File: config.mk
export PLATFORM = sky130hd
export DESIGN_NAME = relay_bank_pwm_timed_off_unit
export DESIGN_NICKNAME = d
export VERILOG_FILES = /design/src/sv/rbp_pkg.sv /design/src/sv/rbp_front.sv /design/src/sv/rbp_queue.sv /design/src/sv/rbp_back.sv /design/src/sv/relay_bank_pwm_timed_off_unit.sv
export SDC_FILE = /design/constraint.sdc
export NUM_CORES = 1
export LEC_CHECK = 0
export ABC_CLOCK_PERIOD_IN_PS = 4500
export BUFFER_PORTS_ARGS = -buffer_cell sky130_fd_sc_hd__buf_2
export CAP_MARGIN = 20
export CORE_ASPECT_RATIO = 1.75
export CORE_UTILIZATION = 45
export CTS_BUF_LIST = sky130_fd_sc_hd__clkbuf_16
export DETAILED_ROUTE_END_ITERATION = 12
export PLACE_DENSITY = 0.7
export SETUP_SLACK_MARGIN = 0.05
export SKIP_CTS_REPAIR_TIMING = 1
export SLEW_MARGIN = 20
export SYNTH_ARGS = -nofsm -noshare
export SYNTH_HDL_FRONTEND = slang
export SYNTH_SLANG_ARGS = --single-unit
File: constraint.sdc
create_clock -name clk -period 4.5 [get_ports clk]
set_input_delay 0.45 -clock clk [delete_from_list [all_inputs] [get_ports clk]]
set_output_delay 0.45 -clock clk [all_outputs]
set_load 0.03 [all_outputs]
File: src/sv/rbp_pkg.sv
// Shared types and constants for the relay bank PWM / timed-off unit.
`default_nettype none

package rbp_pkg;

  // Input command modes
  localparam logic [2:0] MODE_ON    = 3'd0;
  localparam logic [2:0] MODE_OFF   = 3'd1;
  localparam logic [2:0] MODE_PWM   = 3'd2;
  localparam logic [2:0] MODE_DELAY = 3'd3;
  localparam logic [2:0] MODE_PTICK = 3'd4;
  localparam logic [2:0] MODE_STICK = 3'd5;
  localparam logic [2:0] MODE_QUERY = 3'd6;

  // Relay mode codes
  localparam logic [15:0] CODE_OFF       = 16'd0;
  localparam logic [15:0] CODE_ON        = 16'd1;
  localparam logic [15:0] CODE_PWM_BASE  = 16'd10;
  localparam logic [15:0] CODE_PWM_LO    = 16'd11;
  localparam logic [15:0] CODE_PWM_HI    = 16'd19;
  localparam logic [15:0] CODE_DLY_BASE  = 16'd19;
  localparam logic [15:0] CODE_DLY_MIN   = 16'd20;

  localparam logic [15:0] DELAY_MAX      = 16'd36000;
  localparam logic [6:0]  PCT_MIN        = 7'd10;
  localparam logic [6:0]  PCT_MAX        = 7'd99;
  localparam logic [3:0]  PHASE_LAST     = 4'd9;
  // percent / 10 == (percent * 205) >> 11 for all 7-bit values
  localparam logic [14:0] DIV10_MUL      = 15'd205;
  localparam int          DIV10_SHIFT    = 11;

  localparam int Q_DEPTH = 2;

  typedef struct packed {
    logic [2:0]  mode;
    logic [3:0]  relay;
    logic [6:0]  percent;
    logic [15:0] delay_tenths;
  } in_item_t;

  typedef struct packed {
    logic [7:0] pin_levels;
    logic       relay_on;
    logic       relay_delayed;
    logic       accepted;
  } out_item_t;

  typedef enum logic [1:0] {
    OP_SET   = 2'd0,
    OP_READ  = 2'd1,
    OP_PTICK = 2'd2,
    OP_STICK = 2'd3
  } op_t;

  // Classified command passed from front to back
  typedef struct packed {
    op_t         op;
    logic        ok;      // relay number in range
    logic        acc;     // accepted flag for the result
    logic        wr_on;   // update logical level
    logic        on_val;
    logic [3:0]  idx;     // relay number minus one
    logic [15:0] code;
  } cmd_t;

endpackage

`default_nettype wire

File: src/sv/rbp_front.sv
// Front end: accept input items and classify them into commands.
`default_nettype none

module rbp_front import rbp_pkg::*; #(
  parameter int RELAY_COUNT = 8
) (
  input  wire logic     in_valid,
  output logic          in_stall,
  input  wire in_item_t in_data,
  input  wire logic     q_full,
  output logic          q_push,
  output cmd_t          q_data
);

  logic        ok;
  logic [14:0] prod;
  logic [3:0]  duty;
  logic        pwm_ok;
  logic        dly_ok;

  assign in_stall = q_full;
  assign q_push   = in_valid && !q_full;

  assign ok     = (in_data.relay != 4'd0) && (in_data.relay <= 4'(RELAY_COUNT));
  assign prod   = 15'(in_data.percent) * DIV10_MUL;
  assign duty   = prod[DIV10_SHIFT+3:DIV10_SHIFT];
  assign pwm_ok = (in_data.percent >= PCT_MIN) && (in_data.percent <= PCT_MAX);
  assign dly_ok = (in_data.delay_tenths != 16'd0) && (in_data.delay_tenths <= DELAY_MAX);

  always_comb begin
    q_data        = '0;
    q_data.op     = OP_READ;
    q_data.ok     = ok;
    q_data.idx    = ok ? in_data.relay - 4'd1 : 4'd0;
    case (in_data.mode)
      MODE_ON: begin
        q_data.acc = ok;
        if (ok) begin
          q_data.op     = OP_SET;
          q_data.code   = CODE_ON;
          q_data.wr_on  = 1'b1;
          q_data.on_val = 1'b1;
        end
      end
      MODE_OFF: begin
        q_data.acc = ok;
        if (ok) begin
          q_data.op     = OP_SET;
          q_data.code   = CODE_OFF;
          q_data.wr_on  = 1'b1;
          q_data.on_val = 1'b0;
        end
      end
      MODE_PWM: begin
        q_data.acc = ok && pwm_ok;
        if (ok && pwm_ok) begin
          q_data.op   = OP_SET;
          q_data.code = CODE_PWM_BASE + 16'(duty);
        end
      end
      MODE_DELAY: begin
        q_data.acc = ok && dly_ok;
        if (ok && dly_ok) begin
          q_data.op     = OP_SET;
          q_data.code   = CODE_DLY_BASE + in_data.delay_tenths;
          q_data.wr_on  = 1'b1;
          q_data.on_val = 1'b1;
        end
      end
      MODE_PTICK: begin
        q_data.op  = OP_PTICK;
        q_data.acc = 1'b1;
      end
      MODE_STICK: begin
        q_data.op  = OP_STICK;
        q_data.acc = 1'b1;
      end
      MODE_QUERY: begin
        q_data.acc = ok;
      end
      default: begin
        q_data.acc = 1'b0;
      end
    endcase
  end

endmodule

`default_nettype wire

File: src/sv/rbp_queue.sv
// Two-entry command queue between front and back.
`default_nettype none

module rbp_queue import rbp_pkg::*; (
  input  wire logic clk,
  input  wire logic rst,
  input  wire logic push,
  input  wire cmd_t push_data,
  input  wire logic pop,
  output cmd_t      pop_data,
  output logic      full,
  output logic      empty
);

  localparam int PTR_W = (Q_DEPTH > 1) ? $clog2(Q_DEPTH) : 1;
  localparam int CNT_W = $clog2(Q_DEPTH + 1);

  cmd_t             entries [Q_DEPTH];
  logic [PTR_W-1:0] wr_ptr;
  logic [PTR_W-1:0] rd_ptr;
  logic [CNT_W-1:0] count;

  assign full     = (count == CNT_W'(Q_DEPTH));
  assign empty    = (count == '0);
  assign pop_data = entries[rd_ptr];

  always_ff @(posedge clk) begin
    if (push) begin
      entries[wr_ptr] <= push_data;
    end
  end

  always_ff @(posedge clk) begin
    if (rst) begin
      wr_ptr <= '0;
      rd_ptr <= '0;
      count  <= '0;
    end else begin
      if (push) begin
        wr_ptr <= (wr_ptr == PTR_W'(Q_DEPTH - 1)) ? '0 : wr_ptr + 1'b1;
      end
      if (pop) begin
        rd_ptr <= (rd_ptr == PTR_W'(Q_DEPTH - 1)) ? '0 : rd_ptr + 1'b1;
      end
      if (push && !pop) begin
        count <= count + 1'b1;
      end else if (pop && !push) begin
        count <= count - 1'b1;
      end
    end
  end

endmodule

`default_nettype wire

File: src/sv/rbp_back.sv
// Back end: relay state, mode code memory, tick walks and the result register.
`default_nettype none

module rbp_back import rbp_pkg::*; #(
  parameter int RELAY_COUNT = 8
) (
  input  wire logic       clk,
  input  wire logic       rst,
  input  wire logic       cfg_wr_en,
  input  wire logic [7:0] cfg_wr_data,
  input  wire logic       q_empty,
  input  wire cmd_t       q_data,
  output logic            q_pop,
  output logic            out_valid,
  input  wire logic       out_stall,
  output out_item_t       out_data
);

  localparam int IDX_W = (RELAY_COUNT > 1) ? $clog2(RELAY_COUNT) : 1;
  localparam logic [IDX_W-1:0] LAST = IDX_W'(RELAY_COUNT - 1);
  localparam logic [7:0] PIN_MASK =
    (RELAY_COUNT >= 8) ? 8'hFF : 8'((1 << RELAY_COUNT) - 1);

  typedef enum logic [3:0] {
    S_IDLE = 4'b0001,
    S_READ = 4'b0010,
    S_WALK = 4'b0100,
    S_FIN  = 4'b1000
  } state_t;

  state_t                 state;
  cmd_t                   cmd;
  logic [IDX_W-1:0]       walk;
  logic [3:0]             phase;
  logic [7:0]             mask;
  logic [RELAY_COUNT-1:0] lon;
  logic [RELAY_COUNT-1:0] vld;
  logic [15:0]            mem [RELAY_COUNT];
  logic [15:0]            rd_data;
  logic [IDX_W-1:0]       rd_idx;
  logic                   res_on;
  logic                   res_del;

  logic [IDX_W-1:0]       head_idx;
  logic [IDX_W-1:0]       rd_addr;
  logic [15:0]            code;
  logic [15:0]            nc;
  logic                   stick_wr;
  logic                   is_pwm;
  logic                   duty_hit;
  logic                   mem_we;
  logic [IDX_W-1:0]       mem_wa;
  logic [15:0]            mem_wd;
  logic [15:0]            lon_ext;
  logic                   out_free;

  assign q_pop    = (state == S_IDLE) && !q_empty;
  assign head_idx = q_data.idx[IDX_W-1:0];
  // never-written entries read as off
  assign code     = vld[rd_idx] ? rd_data : CODE_OFF;
  assign is_pwm   = (code >= CODE_PWM_LO) && (code <= CODE_PWM_HI);
  assign duty_hit = (code[4:0] - CODE_PWM_BASE[4:0]) == {1'b0, phase};
  assign stick_wr = (cmd.op == OP_STICK) && (code >= CODE_DLY_MIN);
  assign lon_ext  = 16'(lon);
  assign out_free = !out_valid || !out_stall;

  always_comb begin
    nc = code;
    if (stick_wr) begin
      nc = (code == CODE_DLY_MIN) ? CODE_OFF : code - 16'd1;
    end
  end

  always_comb begin
    rd_addr = '0;
    case (state)
      // ticks start their walk at the first relay
      S_IDLE: rd_addr = (q_data.op == OP_PTICK || q_data.op == OP_STICK) ? '0 : head_idx;
      S_WALK: rd_addr = (walk == LAST) ? walk : walk + 1'b1;
      default: rd_addr = '0;
    endcase
  end

  always_comb begin
    mem_we = 1'b0;
    mem_wa = walk;
    mem_wd = nc;
    if (state == S_IDLE) begin
      mem_we = q_pop && (q_data.op == OP_SET);
      mem_wa = head_idx;
      mem_wd = q_data.code;
    end else if (state == S_WALK) begin
      mem_we = stick_wr;
    end
  end

  always_ff @(posedge clk) begin
    if (mem_we) begin
      mem[mem_wa] <= mem_wd;
    end
    rd_data <= mem[rd_addr];
    rd_idx  <= rd_addr;
  end

  always_ff @(posedge clk) begin
    if (rst) begin
      state     <= S_IDLE;
      phase     <= '0;
      mask      <= 8'hFF;
      lon       <= '0;
      vld       <= '0;
      out_valid <= 1'b0;
    end else begin
      if (cfg_wr_en) begin
        mask <= cfg_wr_data;
      end
      if (mem_we) begin
        vld[mem_wa] <= 1'b1;
      end
      if (out_valid && !out_stall) begin
        out_valid <= 1'b0;
      end
      case (state)
        S_IDLE: begin
          if (!q_empty) begin
            cmd     <= q_data;
            res_on  <= 1'b0;
            res_del <= 1'b0;
            walk    <= '0;
            case (q_data.op)
              OP_SET: begin
                if (q_data.wr_on) begin
                  lon[head_idx] <= q_data.on_val;
                end
                res_on  <= q_data.code != CODE_OFF;
                res_del <= q_data.code > CODE_PWM_HI;
                state   <= S_FIN;
              end
              OP_READ: state <= S_READ;
              OP_PTICK: begin
                phase <= (phase == PHASE_LAST) ? 4'd0 : phase + 4'd1;
                state <= S_WALK;
              end
              OP_STICK: state <= S_WALK;
              default: state <= S_FIN;
            endcase
          end
        end
        S_READ: begin
          res_on  <= cmd.ok && (code != CODE_OFF);
          res_del <= cmd.ok && (code > CODE_PWM_HI);
          state   <= S_FIN;
        end
        S_WALK: begin
          if (cmd.op == OP_PTICK && is_pwm) begin
            if (phase == 4'd0) begin
              lon[walk] <= 1'b1;
            end else if (duty_hit) begin
              lon[walk] <= 1'b0;
            end
          end
          if (stick_wr && nc == CODE_OFF) begin
            lon[walk] <= 1'b0;
          end
          // capture the addressed relay's code after this step
          if (cmd.ok && cmd.idx[IDX_W-1:0] == walk) begin
            res_on  <= nc != CODE_OFF;
            res_del <= nc > CODE_PWM_HI;
          end
          if (walk == LAST) begin
            state <= S_FIN;
          end else begin
            walk <= walk + 1'b1;
          end
        end
        S_FIN: begin
          if (out_free) begin
            out_valid              <= 1'b1;
            out_data.pin_levels    <= ~(mask ^ lon_ext[7:0]) & PIN_MASK;
            out_data.relay_on      <= res_on;
            out_data.relay_delayed <= res_del;
            out_data.accepted      <= cmd.acc;
            state                  <= S_IDLE;
          end
        end
        default: state <= S_IDLE;
      endcase
    end
  end

endmodule

`default_nettype wire

File: src/sv/relay_bank_pwm_timed_off_unit.sv
// The back end runs one item at a time and waits on the output stall before it
// registers a result. A tick walks the mode code memory one entry per cycle, and a
// two-entry queue buffers input.
// Reset: all relays off, PWM phase 0, polarity mask all ones; no clearing pass.
`default_nettype none

module relay_bank_pwm_timed_off_unit import rbp_pkg::*; #(
  parameter int RELAY_COUNT = 8
) (
  input  wire logic       clk,
  input  wire logic       rst,
  input  wire logic       cfg_wr_en,
  input  wire logic [7:0] cfg_wr_data,
  input  wire logic       in_valid,
  output logic            in_stall,
  input  wire in_item_t   in_data,
  output logic            out_valid,
  input  wire logic       out_stall,
  output out_item_t       out_data
);

  logic q_push;
  logic q_pop;
  logic q_full;
  logic q_empty;
  cmd_t push_cmd;
  cmd_t head_cmd;

  rbp_front #(.RELAY_COUNT(RELAY_COUNT)) u_front (
    .in_valid (in_valid),
    .in_stall (in_stall),
    .in_data  (in_data),
    .q_full   (q_full),
    .q_push   (q_push),
    .q_data   (push_cmd)
  );

  rbp_queue u_queue (
    .clk       (clk),
    .rst       (rst),
    .push      (q_push),
    .push_data (push_cmd),
    .pop       (q_pop),
    .pop_data  (head_cmd),
    .full      (q_full),
    .empty     (q_empty)
  );

  rbp_back #(.RELAY_COUNT(RELAY_COUNT)) u_back (
    .clk         (clk),
    .rst         (rst),
    .cfg_wr_en   (cfg_wr_en),
    .cfg_wr_data (cfg_wr_data),
    .q_empty     (q_empty),
    .q_data      (head_cmd),
    .q_pop       (q_pop),
    .out_valid   (out_valid),
    .out_stall   (out_stall),
    .out_data    (out_data)
  );

endmodule

`default_nettype wire

Word-level counts from Yosys, hierarchy flattened --
Memory sizes are Yosys's and may differ from the RTL's. A register that Yosys moved wholly into a read port is not among the register bits. Index checks and enable logic that the tools add are counted.
Storage, ports and cells: flip-flop bits (word level) 63, bits in writable memories 180, input bits 43, output and inout bits 13, word-level logic and storage cells 213, memories 2
Memories:
- u_back.mem | words 8, bits a word 16, read ports 1, clocked after memory_dff 1, write ports 1, line rbp_back.sv:38 | logic [15:0] mem [RELAY_COUNT];
- u_queue.entries | words 2, bits a word 26, read ports 1, clocked after memory_dff 1, write ports 1, line rbp_queue.sv:18 | cmd_t entries [Q_DEPTH];
Operators by class: $add $sub $neg 11, $mul 1, order comparisons 17, equal/unequal tests 27, multiplexer cells 72, bitwise logic cells 9, reductions and logical operators 53
Operator list (count):
- $mux W16 | 6
- $mux W8 | 9
- $reduce_bool A16 Y1 | 4
- $gt A16 B5 Y1 const B | 3
- $pmux W16 S3 | 1
- $mux W1 | 27
- $logic_and A1 B1 Y1 | 21
- $mux W4 | 5
- $add A5 B16 Y16 const A | 1
- $and A8 B8 Y8 | 2
- $eq A16 B5 Y1 const B | 1
- $ge A16 B4 Y1 const B | 1
- $ge A16 B5 Y1 const B | 1
- $le A16 B16 Y1 const B | 1
- $le A16 B5 Y1 const B | 1
- $logic_not A16 Y1 | 1
- $lt A3 B4 Y1 const B | 4
- $not A8 Y8 | 2
- $or A8 B8 Y8 | 2
- $pmux W4 S4 | 1
- $pmux W8 S2 | 1
- $sub A16 B1 Y16 const B | 1
- $mul A7 B8 Y15 const B | 1
- $reduce_and A3 Y1 | 5
- other kinds (49) | 88

Logic depth before layout (Yosys ltp) --
Gate-level depths: netlist of the first run.
word-level depth 14, mapped depth 20, mapped depth without buffers 20

Cells and area by module --
From an unflattened synthesis of the first run, not the netlist that was laid out.
Second synthesis, totals: cell total of the unflattened synthesis 1169, area total of the unflattened synthesis 12806.0 um2
Modules (own cells, without submodules):
- rbp_back | times used 1, cells each 846, area each 8996.1 um2, sequential area each 5575.3 um2
- rbp_queue | times used 1, cells each 103, area each 2082.0 um2, sequential area each 1661.6 um2
- rbp_front | times used 1, cells each 220, area each 1727.9 um2, sequential area each 0.0 um2

Worst setup path before layout of the first run --
No wires, ideal clock.
kind input port to flip-flop, start input port in_data[20] (netlist bit), end memory u_queue.entries[0][3] (netlist bit), data pin, setup time 0.270 ns, arrival 3.923 ns, data required time 4.230 ns, slack 0.307 ns, stages 19, buffers on the path 0, cell sequence inv_1 ha_1 inv_1 fa_1 inv_1 ha_1 inv_1 fa_1 inv_1 ha_1 a311oi_1 o21bai_1 a21o_1 a21oi_1 xnor2_1 ha_1 xnor2_1 xnor2_1 o22ai_1
RTL lines:
- from (decl) | line relay_bank_pwm_timed_off_unit.sv:16 | input wire in_item_t in_data,
- to (decl) | line rbp_queue.sv:18

==> results.txt, run 1 <==
vias in the first global route: 9107
power density cells: 561 mW/mm^2
GRT Residual Overflow: 0
DIE HEIGHT: 226 um
top_reg_cell synth: edfxtp_1
Diodes inserted: 0
Tot Pwr: 8.10 mW
Die ar.: 0.0294 mm^2
post-synthesis cell count: 1193
Top Ports: 56
period utilization: 89.4%
final setup fails: 0
Bufs on Longest Clock Path: 3
Peak VDD IR: 0.292 mV
Tot GR Track Use: 21.3%
Critical R2R Launch: u_back.rd_idx[1]$_DFF_P_
Die Width: 130 um
drt pass-1 iters: 5
Initial Util: 46.0%
Slew Limit Fails: 0
sequential fraction of the synthesis area: 55.6%
mapped cell area: 0.0129 mm^2
H-tree depth: 1
status: complete, no violations
Synth Register Bits: 258
Hold Crit Class: input pin to flip-flop
CTS tree: done
drc violations: 0
Reg clk slew, reported paths: 70 ps
layout cells sized above 1: 12.4%
Synth-to-Final Area Change: 11.9%
via count: 9278
antenna-violating nets left: 0
Post-Syn Nets: 1297
Post-synth EDFFs: 201
post-route minimum period: 4020 ps
worst slew pin tran: 1080 ps
critical path's top delay family: adder cells
DR iter-0 viols: 605
Leak: 5.42 nW
flop2flop setup slack: 490 ps
maximum net fanout on the critical path: 5
hold endpoint: u_back.mask[3]$_SDFFE_PP1P_
nets@finish: 1348
global-route wire length before repair: 47.9 mm
Worst-Skew Late Latency: 520 ps
hold path startpoint: cfg_wr_data[3]
FP Rows: 81
R2R depth: 11
Startpoint Class: input pin
cell area after layout: 0.0144 mm^2
asr flop ratio synth: 0%
Slew Limit Headroom: 27.4%
largest net degree at the start of global routing: 65
Core ar.: 0.0281 mm^2
CP bufs+invs: 4
Mapped Avg Cell Area: 10.8 um^2
IO Port Bufs: 55
placed inst area: 0.0137 mm^2
critical path type: input pin to flip-flop
RSZ-0062 raised after global routing: no
worst-path cell with the longest stage delay: fa_1
Most common cell on crit path: ha_1
Hold Vio Cnt, Final: 0
Clock Tree Root: clkbuf_16
Critical Path AT: 4260 ps
max_cap viols: 0
cts bufs inserted: 22
worst endpoint required time: 4740 ps
DP Wirelength: 21.8 mm
vias per std cell: 5.68
wire length per cell: 18.4 um
worst-path cell chain: buf_2 > inv_1 > ha_1 > inv_1 > fa_1 > inv_1 > fa_1 > ha_1 > ha_1 > a21o_1 > a21o_1 > o21bai_1 > a21o_1 > a21oi_1 > xnor2_1 > ha_1 > xnor2_1 > xnor2_1 > o22ai_1
Setup Skew: 8.46 ps
initial antenna violation count: 0
worst hold path stage count: 2
gpl congestion: 0.888
Largest stage delay, worst path: 430 ps
FF-to-FF End: u_back.res_on$_DFFE_PP_
DRT Wirelength: 30.1 mm
maximum clock rate: 249 MHz
clk sinks: 258
Critical Path End Type: flip-flop
Ys Warns: 0
Netlist cell types: 76
worst max path at each step:
stage          slack, ps  depth (start not counted)                               to                      from
2_1_floorplan        310                         19  u_queue.entries[0][3]$_DFFE_PP_               in_data[20]
3_3_place_gp          50                         19  u_queue.entries[0][3]$_DFFE_PP_               in_data[18]
3_5_place_dp         -50                         19  u_queue.entries[0][3]$_DFFE_PP_               in_data[18]
4_1_cts              480                         19  u_queue.entries[0][3]$_DFFE_PP_               in_data[18]
5_1_grt              260                         11          u_back.res_on$_DFFE_PP_  u_back.rd_idx[1]$_DFF_P_
6_report             480                         19  u_queue.entries[0][3]$_DFFE_PP_               in_data[18]
registers in the layout (all words and copies together), names as in the netlist, named ones only:
signal            count
u_back.cmd            7
u_back.lon            8
u_back.mask           8
u_back.mem          128
u_back.out_data      11
u_back.out_valid      1
u_back.phase          4
u_back.rd_data       16
u_back.rd_idx         3
u_back.res_del        1
u_back.res_on         1
u_back.state          4
u_back.vld            8
u_back.walk           3
u_queue.count         2
u_queue.entries      50
u_queue.rd_ptr        1
u_queue.wr_ptr        1
power breakdown:
group	switching [mW]	total, mW	internal, mW
sequential	0.300	3.43	3.13
clock	0.847	1.96	1.11
combinational	1.80	2.71	0.910
kinds of logic after synthesis:
group	share of synthesized area (%)
compound gates	12.4
xor+xnor	3.33
fa+ha+maj	6.38
buf+inv	3.35
flops	55.6
mux	2.76
simple gates	16.1
area by class of cell:
class                   count  area (um^2)
clock buffers              23          576
clock inverters            17          170
multi-input cells         822         5330
flip-flops and latches    258         7180
repair buffers             86          508
inverters                  54          203
well taps                 373          467
fillers                  2475        13600
per-layer routing:
layer / vias to the layer above / part of all wire (%) / global-route usage [%]
li1: 4461 / - / -
met1: 4452 / 36 / 22.7
met2: 286 / 55 / 40.9
met3: 79 / 4.5 / 1.92
met4: 0 / 4.5 / 10.4
met5: - / 0 / 0
Yosys cell counts, types with 10 or more instances:
master	count	area [um^2]
a211o_1	10	87.6
a21oi_1	37	185
a311oi_1	10	87.6
a31oi_1	12	75.1
clkbuf_1	47	176
dfxtp_1	57	1140
edfxtp_1	201	6040
ha_1	53	663
inv_1	54	203
mux2i_1	23	230
nand2_1	207	777
nand2b_1	11	68.8
nand3_1	41	205
nor2_1	68	255
nor2b_1	19	119
nor3_1	14	70.1
nor4_1	22	138
o211ai_1	18	135
o21ai_0	62	310
o21ai_1	10	50.1
o22ai_1	14	87.6
or3_1	10	62.6
xnor2_1	36	315
xor2_1	13	114
through the flow:
step,cells,util (%),hold WS [ps],setup TNS [ps],setup WS (ps)
after floorplan,1193,-,400,0,307
after global placement,1593,48.7,407,0,53.9
after detailed placement,1593,48.7,412,-108,-54.2
after CTS,1633,51.4,131,0,477
after global routing,1633,51.4,135,0,256
final,1633,51.4,143,0,477
cell usage in the layout (no fill, tap or decap), drive strengths merged, types with 10 or more instances in the layout:
cell type	count
a311oi	10
nor2b	19
o22ai	14
o211ai	18
clkinv	11
nor4	23
nor3	14
nand2b	11
clkbuf	23
a21oi	37
xnor2	36
o21ai	72
a31oi	12
or3	10
buf	86
xor2	13
a211o	10
ha	53
edfxtp	201
nand2	207
inv	54
nand3	41
dfxtp	57
mux2i	24
nor2	68
worst register-to-register path, cell delays in order, from the launching register on:
cell	delay (ps)
dfxtp_1	380
mux4_2	540
mux2_2	330
nand2_1	150
ha_1	210
a21boi_1	360
nand4_1	230
or3_1	420
a221oi_1	320
a41oi_1	280
a2111oi_1	430
o21ai_1	90
No activity file was read; power rests on OpenSTA's default activity.
==> inputs of run 2 (changes only) <==
--- a/config.mk
+++ b/config.mk
@@ -7,8 +7,7 @@
 export LEC_CHECK = 0
 export ABC_CLOCK_PERIOD_IN_PS = 4500
 export BUFFER_PORTS_ARGS = -buffer_cell sky130_fd_sc_hd__buf_2
-export CAP_MARGIN = 20
-export CORE_ASPECT_RATIO = 1.75
+export CORE_ASPECT_RATIO = 0.6
 export CORE_UTILIZATION = 45
 export CTS_BUF_LIST = sky130_fd_sc_hd__clkbuf_16
 export DETAILED_ROUTE_END_ITERATION = 12
==> run 2 against run 1 <==
Effect of this change: the flow now finishes with violations (DRC); design area barely moved; global-route usage shrank 0.74 points; sequential share of layout area hardly changed; combinational power increased by 6%; cell count rose by 0.12%; wire length is 1.6% lower; fmax fell by 2.4%; utilization increased by 0.38 points; clock skew rose by 3.8 ps; sequential cell count stayed put; power shrank 0.27%; critical path type is now flip-flop to flip-flop; critical endpoint is now u_back.res_on$_DFFE_PP_; highest routed layer unchanged.
==> results.txt, run 2 (synthesized netlist as in run 1, its figures left out) <==
status: finished with violations
failing checks: DRC
placed inst area: 0.0138 mm^2 (+0.54%)
largest net degree at the start of global routing: 65 (unchanged)
vias per std cell: 5.66 (-0.31%)
DIE HEIGHT: 133 um (-41%)
maximum clock rate: 242 MHz (-2.4%)
GRT Max-Usage Layer: met1
IO Port Bufs: 55 (unchanged)
Die Width: 221 um (+70%)
Tot Pwr: 8.08 mW (-0.27%)
Worst-Skew Late Latency: 530 ps (about the same)
Reg clk slew, reported paths: 70 ps (about the same)
Peak VDD IR: 0.307 mV (+5.4%)
Hold Vio Cnt, Final: 0 (unchanged)
met3 Track Usage GR: 4.29% (+2.4 points)
Clock Tree Root: clkbuf_16
RSZ-0062 raised after global routing: no
GRT Residual Overflow: 0 (unchanged)
Synth-to-Final Area Change: 11.9% (about the same)
max reg flops: 128 (unchanged)
worst endpoint required time: 4750 ps (about the same)
Die ar.: 0.0294 mm^2 (about the same)
cts bufs inserted: 23 (+4.5%)
antenna-violating nets left: 0 (unchanged)
vias in the first global route: 8396 (-7.8%)
Hold Crit Class: input pin to flip-flop
top flop regs: u_back.mem (128), u_queue.entries (50), u_back.rd_data (16)
Slew Limit Headroom: 21.6% (-5.8 points)
Core ar.: 0.0279 mm^2 (-0.71%)
Top reg by flops: u_back.mem
wire length per cell: 18.1 um (-1.8%)
DRT Wirelength: 29.6 mm (-1.6%)
clk sinks: 258 (unchanged)
FP Rows: 47 (-42%)
pre-CTS WS: -1.41 ps (+52.8 ps)
Tot GR Track Use: 20.5% (-0.74 points)
Critical Path AT: 4370 ps (+110 ps)
critical path type: flip-flop to flip-flop
Top Ports: 56 (unchanged)
DR iter-0 viols: 984 (+63%)
fill count: 2461 (-0.57%)
most common cell after layout, fill and taps aside: nand2_1
max_cap viols: 0 (unchanged)
cell area after layout: 0.0144 mm^2 (about the same)
Initial Util: 46.3% (+0.33 points)
drt pass-1 iters: 9 (+4)
final std cells w/o fill: 1635 (+0.12%)
post-route minimum period: 4120 ps (+101 ps)
maximum net fanout on the critical path: 4 (-1)
drc violations: 2 (+2)
H-tree depth: 1 (unchanged)
nets@finish: 1356 (+0.59%)
Diodes inserted: 0 (unchanged)
power density cells: 560 mW/mm^2 (-0.31%)
final setup fails: 0 (unchanged)
DP Wirelength: 20.7 mm (-4.9%)
global-route met2 utilization: 26.7% (-14 points)
period utilization: 91.6% (+2.2 points)
Critical Path End Type: flip-flop
met1 Use GR: 34.6% (+12 points)
Leak: 5.46 nW (+0.83%)
worst slew pin tran: 1160 ps (+86.7 ps)
Inst Count DP: 1594 (+0.063%)
hold slack: 129 ps (-14.0 ps)
post-route setup slack: 376 ps (-101 ps)
CTS tree: done
commonest cells after routing, fill and taps aside: nand2_1 (207), edfxtp_1 (201), nor2_1 (65), o21ai_0 (62), inv_1 (60)
Bufs on Longest Clock Path: 3 (unchanged)
global-route wire length before repair: 47.1 mm (-1.7%)
Startpoint Class: flip-flop
layout cells sized above 1: 12.4% (about the same)
Setup Skew: 12.3 ps (+3.81 ps)
Slew Limit Fails: 0 (unchanged)
via count: 9261 (-0.18%)
initial antenna violation count: 0 (unchanged)
gpl congestion: 0.932 (+5.0%)
run 2: cell types whose count changed in the layout (fill, tap and decap cells not counted), sizes merged:
cell | previous run | this run
inv | 54 | 61
clkinvlp | 3 | 0
buf | 86 | 93
bufinv | 3 | 1
clkinv | 11 | 10
run 2: power breakdown:
part | leakage (nW) | total [mW] | internal, mW | switching (mW)
clock network | 0.363 | 1.83 | 0.987 | 0.848
logic | 2.77 | 2.86 | 0.963 | 1.90
registers | 2.33 | 3.38 | 3.13 | 0.251
run 2: path summary, 6_finish.rpt:
check                                         startpoint  slack, ps  depth (start not counted)                           end
worst max-delay path            u_back.rd_idx[1]$_DFF_P_        380                         11       u_back.res_on$_DFFE_PP_
worst min-delay path                      cfg_wr_data[5]        130                          2   u_back.mask[5]$_SDFFE_PP1P_
worst max register to register  u_back.rd_idx[1]$_DFF_P_        380                         11       u_back.res_on$_DFFE_PP_
worst min register to register   u_back.res_on$_DFFE_PP_        420                          0  u_back.out_data[2]$_DFFE_PP_
run 2: area by class of cell:
| cell class | count | area, um^2 | share of cell area [%] |
|---|---|---|---|
| flip-flops and latches | 258 | 7180 | 49.7 |
| multi-input cells | 822 | 5330 | 36.9 |
| repair buffers | 93 | 586 | 4.06 |
| clock buffers | 23 | 576 | 3.99 |
| well taps | 367 | 459 | 3.18 |
| inverters | 54 | 203 | 1.40 |
| clock inverters | 18 | 108 | 0.745 |
run 2: through the flow:
step,setup TNS [ps],util [%]
3_5_place_dp,-2.81,49.3
4_1_cts,0,51.8
5_1_grt,0,51.8
6_report,0,51.8
3_3_place_gp,0,49.3
2_1_floorplan,0,-
run 2: per-layer routing:
layer / up-vias / wire, um
li1: 4486 / -
met1: 4378 / 15200
met2: 355 / 11400
met3: 42 / 2640
met4: 0 / 375
met5: - / 0
run 2: worst max-delay path, stage by stage (launching register included):
cell       delay [ps]
dfxtp_1           370
mux4_2            570
mux2_2            320
nand2_1           150
ha_1              220
a21boi_1          360
nand4_1           250
or3_1             430
a221oi_1          270
a41oi_1           260
a2111oi_1         460
o21ai_1           180
==> inputs of run 3 (changes only) <==
--- a/config.mk
+++ b/config.mk
@@ -11,7 +11,7 @@
 export CORE_UTILIZATION = 45
 export CTS_BUF_LIST = sky130_fd_sc_hd__clkbuf_16
 export DETAILED_ROUTE_END_ITERATION = 12
-export PLACE_DENSITY = 0.7
+export PLACE_DENSITY_LB_ADDON = 0.3
 export SETUP_SLACK_MARGIN = 0.05
 export SKIP_CTS_REPAIR_TIMING = 1
 export SLEW_MARGIN = 20
==> run 3 against run 2 <==
Effect of this change: the run still ends with DRC left; critical endpoint unchanged; design area is 0.38% higher; largest power group unchanged; clock skew grew 14 ps; sequential share of layout area is 0.19 points lower; critical path type unchanged; sequential cell count is the same; power grew 2.5%; wire length is 3.3% higher.
==> results.txt, run 3 (synthesized netlist as in run 1, its figures left out) <==
status: finished with violations
failing checks: DRC
Top reg by flops: u_back.mem
Die ar.: 0.0294 mm^2 (unchanged)
fill count: 2465 (+0.16%)
max reg flops: 128 (unchanged)
FF-to-FF End: u_back.res_on$_DFFE_PP_
Startpoint Class: flip-flop
drc violations: 1 (-1)
layout cells sized above 1: 12.7% (+0.34 points)
worst endpoint required time: 4720 ps (-30 ps)
DP Wirelength: 21.1 mm (+2.2%)
Hold Vio Cnt, Final: 0 (unchanged)
initial antenna violation count: 0 (unchanged)
Critical Path AT: 4370 ps (about the same)
R2R depth: 13 (+2)
DR iter-0 viols: 938 (-4.7%)
drt pass-1 iters: 11 (+2)
Top Ports: 56 (unchanged)
Critical Path End Type: flip-flop
Leak: 5.48 nW (+0.31%)
critical path type: flip-flop to flip-flop
Inst Count DP: 1589 (-0.31%)
DIE HEIGHT: 133 um (unchanged)
post-route minimum period: 4150 ps (+23.8 ps)
maximum net fanout on the critical path: 11 (+7)
Synth-to-Final Area Change: 12.3%
via count: 9307 (+0.50%)
Initial Util: 46.3% (unchanged)
wire length per cell: 18.7 um (+3.4%)
largest net degree at the start of global routing: 66 (+1.5%)
Worst-Skew Late Latency: 530 ps (about the same)
GRT Residual Overflow: 0 (unchanged)
Die Width: 221 um (unchanged)
Critical R2R Launch: u_back.rd_idx[1]$_DFF_P_
flop2flop setup slack: 350 ps (-20 ps)
clk sinks: 258 (unchanged)
Core ar.: 0.0279 mm^2 (unchanged)
Setup Skew: 26.6 ps (+14.4 ps)
global-route wire length before repair: 48.8 mm (+3.6%)
worst-path cell chain: mux4_2 > mux2_2 > buf_4 > nand2_1 > ha_1 > buf_4 > nand4b_1 > nor4_2 > o21ai_0 > a22oi_1 > o221ai_1 > a2111oi_1 > o21ai_1
post-route setup slack: 352 ps (-23.8 ps)
Most common cell on crit path: buf_4
H-tree depth: 1 (unchanged)
Slew Limit Headroom: 33.1% (+11 points)
Diodes inserted: 0 (unchanged)
RSZ-0062 raised after global routing: no
max_cap viols: 0 (unchanged)
cts bufs inserted: 24 (+4.3%)
pre-CTS WS: -73.9 ps (-72.5 ps)
CTS tree: done
Largest stage delay, worst path: 570 ps (about the same)
Reg clk slew, reported paths: 70 ps (about the same)
gpl congestion: 0.936 (+0.42%)
IO Port Bufs: 55 (unchanged)
top flop regs: u_back.mem (128), u_queue.entries (50), u_back.rd_data (16)
nets@finish: 1352 (-0.29%)
Tot GR Track Use: 21.3% (+0.78 points)
Slew Limit Fails: 0 (unchanged)
hold endpoint: u_back.mask[7]$_SDFFE_PP1P_
Bufs on Longest Clock Path: 3 (unchanged)
most common cell after layout, fill and taps aside: nand2_1
worst-path cell with the longest stage delay: mux4_2
Clock Tree Root: clkbuf_16
vias per std cell: 5.70 (+0.62%)
worst hold path stage count: 2 (unchanged)
Tot Pwr: 8.28 mW (+2.5%)
antenna-violating nets left: 0 (unchanged)
commonest cells after routing, fill and taps aside: nand2_1 (207), edfxtp_1 (201), nor2_1 (62), o21ai_0 (61), inv_1 (59)
power density cells: 571 mW/mm^2 (+2.1%)
worst slew pin tran: 1000 ps (-164 ps)
Peak VDD IR: 0.233 mV (-24%)
hold path startpoint: cfg_wr_data[7]
vias in the first global route: 8806 (+4.9%)
period utilization: 92.2% (+0.53 points)
final std cells w/o fill: 1633 (-0.12%)
FP Rows: 47 (unchanged)
Hold Crit Class: input pin to flip-flop
DRT Wirelength: 30.6 mm (+3.3%)
maximum clock rate: 241 MHz (-0.57%)
final setup fails: 0 (unchanged)
setup TNS: 0 ps (unchanged)
[run 3: cell count changes in the layout (fill, tap and decap cells not counted), moves of 2 or more]
cell,delta
buf_12,-2
buf_4,-3
bufinv_16,+2
clkbuf_16,+2
nor2_1,-3
nor2_2,+3
[run 3: critical path: cells and delay by family (launching register included)]
kind            cells  cell delay (ps)
flops               1              370
buf+inv             2              380
mux                 2              890
fa+ha+maj           1              220
compound gates      5             1230
simple gates        3              740
[run 3: per-layer routing]
layer	global-route usage [%]	vias to the layer above	part of all wire [%]
met2	28.6	358	39
li1	-	4487	-
met5	1.00	-	0.11
met3	4.06	26	8.7
met1	35.5	4434	51
met4	2.85	2	1.0
[run 3: power by group]
group | internal, mW | switching, mW | leakage [nW] | total (mW)
clock | 1.18 | 0.884 | 0.413 | 2.06
sequential | 3.13 | 0.294 | 2.33 | 3.43
combinational | 0.913 | 1.88 | 2.73 | 2.79
[run 3: how the worst max path moves through the flow]
stage	depth (start not counted)	from	to	slack, ps
finish	13	u_back.rd_idx[1]$_DFF_P_	u_back.res_on$_DFFE_PP_	350
global route	13	u_back.rd_idx[1]$_DFF_P_	u_back.res_on$_DFFE_PP_	140
CTS	11	u_back.rd_idx[1]$_DFF_P_	u_back.res_on$_DFFE_PP_	270
detailed placement	19	in_data[18]	u_queue.entries[1][3]$_DFFE_PP_	-70
global placement	19	in_data[18]	u_queue.entries[0][3]$_DFFE_PP_	50
floorplan	19	in_data[20]	u_queue.entries[0][3]$_DFFE_PP_	310
[run 3: final cells by class]
class / instances / area (um^2) / area share [%]
clock inverters: 19 / 164 / 1.13
flip-flops and latches: 258 / 7180 / 49.5
well taps: 367 / 459 / 3.17
clock buffers: 25 / 626 / 4.32
multi-input cells: 822 / 5340 / 36.8
repair buffers: 88 / 523 / 3.61
inverters: 54 / 203 / 1.40
[run 3: through the flow]
step                      area [um^2]  utilization [%]  hold slack [ps]
after floorplan                 12900                -              400
after global placement          13700             49.1              408
after detailed placement        13700             49.1              412
after CTS                       14500             52.0              101
after global routing            14500             52.0              115
final                           14500             52.0              120
